--- config.mk ---
export PLATFORM = sky130hd
export DESIGN_NAME = uvs_div
export DESIGN_NICKNAME = d
export VERILOG_FILES = /design/src/hdl/uvs_pkg.sv /design/src/hdl/uvs_div.sv
export SDC_FILE = /design/constraint.sdc
export NUM_CORES = 1
export LEC_CHECK = 0
export BUFFER_PORTS_ARGS = -buffer_cell sky130_fd_sc_hd__buf_2
export CAP_MARGIN = 5
export CORE_MARGIN = 5
export CORE_UTILIZATION = 45
export CTS_CLUSTER_DIAMETER = 200
export CTS_CLUSTER_SIZE = 28
export DETAILED_ROUTE_END_ITERATION = 10
export GPL_ROUTABILITY_DRIVEN = 1
export GPL_TIMING_DRIVEN = 1
export SLEW_MARGIN = 20
export SYNTH_ARGS = -nofsm -noshare
export SYNTH_HDL_FRONTEND = slang
export SYNTH_SLANG_ARGS = --single-unit
--- constraint.sdc ---
create_clock -name clock -period 2.8 [get_ports clock]
set_input_delay 0.14 -clock clock [delete_from_list [all_inputs] [get_ports clock]]
set_output_delay 0.14 -clock clock [all_outputs]
set_load 0.03 [all_outputs]
--- src/hdl/uvs_pkg.sv ---
package uvs_pkg;

   // default parameter values
   localparam int MAX_SLICES_DEF = 255;
   localparam int MAX_STACKS_DEF = 255;
   localparam int ANGLE_BITS_DEF = 16;

   // cordic constants, angles in units of 2^-32 turn
   localparam int CORDIC_STEPS = 24;
   localparam int CW           = 33;
   localparam logic signed [CW-1:0] CORDIC_GAIN = 33'sd652032874;
   localparam logic [31:0] ATAN_TURNS [CORDIC_STEPS] = '{
      32'd536870912, 32'd316933406, 32'd167458907, 32'd85004756, 32'd42667331,
      32'd21354465, 32'd10679838, 32'd5340245, 32'd2670163, 32'd1335087,
      32'd667544, 32'd333772, 32'd166886, 32'd83443, 32'd41722,
      32'd20861, 32'd10430, 32'd5215, 32'd2608, 32'd1304,
      32'd652, 32'd326, 32'd163, 32'd81
   };

   localparam int MIN_SLICES = 3;
   localparam int MIN_STACKS = 2;

   // register indexes
   typedef enum logic [1:0] {
      REG_RADIUS = 2'd0,
      REG_SLICES = 2'd1,
      REG_STACKS = 2'd2,
      REG_COLOR  = 2'd3
   } reg_index_type;

   // per-beat sideband carried alongside the math pipeline
   typedef struct packed {
      logic        coord_error;
      logic        quad_valid;
      logic [15:0] vertex_index;
      logic [15:0] stride;
   } side_type;

endpackage

--- src/hdl/uvs_div.sv ---
module uvs_div #(
   parameter int ANGLE_BITS = uvs_pkg::ANGLE_BITS_DEF
) (
   input  logic                  clock,
   input  logic                  en,
   input  logic [ANGLE_BITS+8:0] numer,
   input  logic [7:0]            denom,
   output logic [ANGLE_BITS:0]   quot
);

   localparam int QW = ANGLE_BITS + 1;
   localparam int NW = ANGLE_BITS + 9;

   logic [7:0]    rem_ff [0:QW];
   logic [NW-1:0] num_ff [0:QW];
   logic [7:0]    den_ff [0:QW];
   logic [QW-1:0] q_ff   [0:QW];

   // input capture, leading bits form the first partial remainder
   always_ff @(posedge clock) begin
      if (en) begin
         rem_ff[0] <= numer[NW-1:QW];
         num_ff[0] <= numer;
         den_ff[0] <= denom;
         q_ff[0]   <= '0;
      end
   end

   // one restoring step per stage, msb first
   for (genvar j = 0; j < QW; j++) begin : g_step
      logic [8:0]    trial;
      logic [7:0]    rem_in;
      logic [QW-1:0] q_in;
      always_comb begin
         trial  = {rem_ff[j], num_ff[j][QW-1-j]};
         rem_in = trial[7:0];
         q_in   = q_ff[j];
         if (trial >= {1'b0, den_ff[j]}) begin
            rem_in         = 8'(trial - {1'b0, den_ff[j]});
            q_in[QW-1-j]   = 1'b1;
         end
      end
      always_ff @(posedge clock) begin
         if (en) begin
            rem_ff[j+1] <= rem_in;
            num_ff[j+1] <= num_ff[j];
            den_ff[j+1] <= den_ff[j];
            q_ff[j+1]   <= q_in;
         end
      end
   end

   assign quot = q_ff[QW];

endmodule

==> impl_metrics.yaml <==
outcome:
  outcome: "finished clean"
setup_path:
  cp_top_family: "compound AO/OA/AOI/OAI gates"
  crit_path_start_kind: "flip-flop"
  crit_slowest_cell: "edfxtp_1"
  path_max_fanout: 3
  worstPathArrival_ns: 2.74
  worst-path-buf-inv: 0
  critical_path_class: "flip-flop to flip-flop"
  critPathCaptureType: "flip-flop"
  crit_path_max_incr_delay_ns: 0.48
  cp.required_ns: 3.13
  cp_cell_sequence: "ha_1 > fa_1 > nand2b_1 > a21oi_1 > o21a_1 > nor3_1 > o31ai_1"
timing:
  post-route-period-util_pct: 86.2
  drv_slew: 0
  worst_clock_skew_ns: 0.0197
  hold_viol: 0
  fin_ws_ns: 0.387
  hold-worst-slack_ns: 0.262
  tightestPinTransition_ns: 0.652
  fin_tns_setup_ns: 0
  slew_headroom_pct: 56.6
  setup_viol: 0
  fin_crit_ns: 2.41
  rsz0062_at_grt: "no"
  timing.fmax_ghz: 0.414
place:
  post-place-ws_ns: 0.430
  portBuffers: 51
  place_hpwl_mm: 26.7
  gp_congestion: 0.832
final_layout:
  areaGrowthSynthToFinish_pct: 9.24
  final_cell_mix: "edfxtp_1 (578), inv_1 (181), ha_1 (136), o21ai_0 (112), nand2_1 (100)"
  drive_gt1_share_pct: 9.75
  final_common_cell: "edfxtp_1"
  final_nets: 1961
  insertedDiodeCount: 0
worst_hold_path:
  min_path_type: "input pin to flip-flop"
drt:
  highest_layer: "met4"
  drtAntennaViolNets: 0
  firstDrtPassIters: 5
  dr_wl_met2_mm: 18.5
  drcViolationCount: 0
  first_iter_violations: 714
  routed_wl_mm: 38.5
  routedWlPerCell_um: 15.3
  dr_wl_met3_mm: 1.40
  vias: 12700
  via_per_inst: 5.04
  routedLengthMet1_mm: 17.8
synthesis:
  netlist_instances: 1657
  ys_types: 65
  ys_seq_area_share_pct: 69.3
  syn_area_um2: 25000
  syn_nets: 1844
  synth_flop_cell: "edfxtp_1"
  synth-async-reset-ratio_pct: 0
  yosys_warnings: 0
  avgSynthCellArea_um2: 15.1
  ys_ff_latch: 578
  synth_edf_count: 578
floorplanning:
  core.rowCount: 86
  die_h_um: 246
  die_width_um: 246
  num_io_pins: 52
  design.die.area_um2: 60500
  fp.coreArea_um2: 55100
  start_util_pct: 45.5
cts:
  cts_tree: "yes"
  clock-sinks: 578
  post_cts_buffers: 0
  h-tree-depth: 1
  cts_buffer_depth: 3
  cts.clk_slew.worst_paths_ns: 0.11
  clk_latency_ns: 0.58
  cts_root_buffer: "clkbuf_16"
  hold_buffers: 34
  cts_buffers: 24
  cts.repair.resized: 0
global_route:
  overflow: 0
  grt_max_degree: 82
  grtUsageTotal_pct: 12.7
  grt_pass1_wl_mm: 64.0
  antenna_found_initial: 0
  grt_pass1_vias: 12900
run:
  drv_cap: 0
pwr:
  ir_drop_v: 0.000452
  leakage_nw: 10.3
  power.density_nw_per_um2: 868
## routing by layer
layer,vias to the layer above,track usage (%)
li1,6381,-
met2,166,21.7
met5,-,0
met3,49,1.85
met1,6121,17.4
met4,0,3.09
## state kept, by name, indices dropped and copies added, names as in the netlist
| signal | flops |
|---|---|
| rem_ff | 135 |
| q_ff | 153 |
| num_ff | 154 |
| den_ff | 136 |
## power by group
group | switching [mW] | internal [mW]
combinational | 4.14 | 3.42
clock | 2.43 | 1.61
sequential | 0.662 | 11.5
## synthesized netlist by cell type (all sizes together) (19+ instances only)
| library cell | number | area share (%) |
|---|---|---|
| a21o | 22 | 0.66 |
| mux2 | 29 | 1.4 |
| inv | 182 | 2.7 |
| nor2 | 36 | 0.54 |
| o31ai | 21 | 0.63 |
| nor2b | 19 | 0.47 |
| nand2b | 27 | 0.67 |
| o21a | 30 | 0.90 |
| ha | 136 | 6.8 |
| xor2 | 25 | 0.87 |
| nand2 | 100 | 1.5 |
| edfxtp | 578 | 69 |
| xnor2 | 23 | 0.80 |
| a21oi | 75 | 1.6 |
| o21ai | 125 | 2.6 |
## worst reg2reg max path, cell delays in order (launching register included)
cell and delay [ns]:
edfxtp_1 0.48, ha_1 0.27, fa_1 0.42, nand2b_1 0.18, a21oi_1 0.21, o21a_1 0.17, nor3_1 0.05, o31ai_1 0.39
## per-stage QoR
step | power [mW] | util [%] | instance area, um^2 | instances
global route | 25.3 | 49.7 | 27400 | 2522
detailed placement | 19.8 | 47.9 | 26400 | 2462
floorplan | 18.0 | - | 25000 | 1657
finish | 23.7 | 49.7 | 27400 | 2522
CTS | 24.0 | 49.7 | 27400 | 2522
global placement | 19.6 | 47.9 | 26400 | 2462
## area by class of cell
| type | count | area (um^2) |
|---|---|---|
| Multi-Input combinational cell | 884 | 6920 |
| Clock buffer | 25 | 626 |
| Timing Repair Buffer | 104 | 823 |
| Tap cell | 748 | 936 |
| Clock inverter | 1 | 11.3 |
| Inverter | 182 | 683 |
| Fill cell | 4678 | 27700 |
| Sequential cell | 578 | 17400 |
## kinds of logic after synthesis
kind of cell / after synthesis / synth area share [%]
XOR/XNOR: 48 / 1.68
multiplexers: 46 / 2.12
flip-flops: 578 / 69.3
adder cells (fa/ha/maj): 152 / 8.07
AND/OR/NAND/NOR: 276 / 5.61
AO/OA/AOI/OAI: 362 / 10.2
buffers and inverters: 195 / 3.05
## worst paths after layout
check,start,to,slack (ns),cells after the start
max,den_ff[10][0],rem_ff[11][6],0.39,7
min,numer[15],num_ff[0][15],0.26,2
max reg2reg,den_ff[10][0],rem_ff[11][6],0.39,7
min reg2reg,q_ff[11][16],q_ff[12][16],0.41,0
Note: power is estimated with default switching activity, not from simulation.
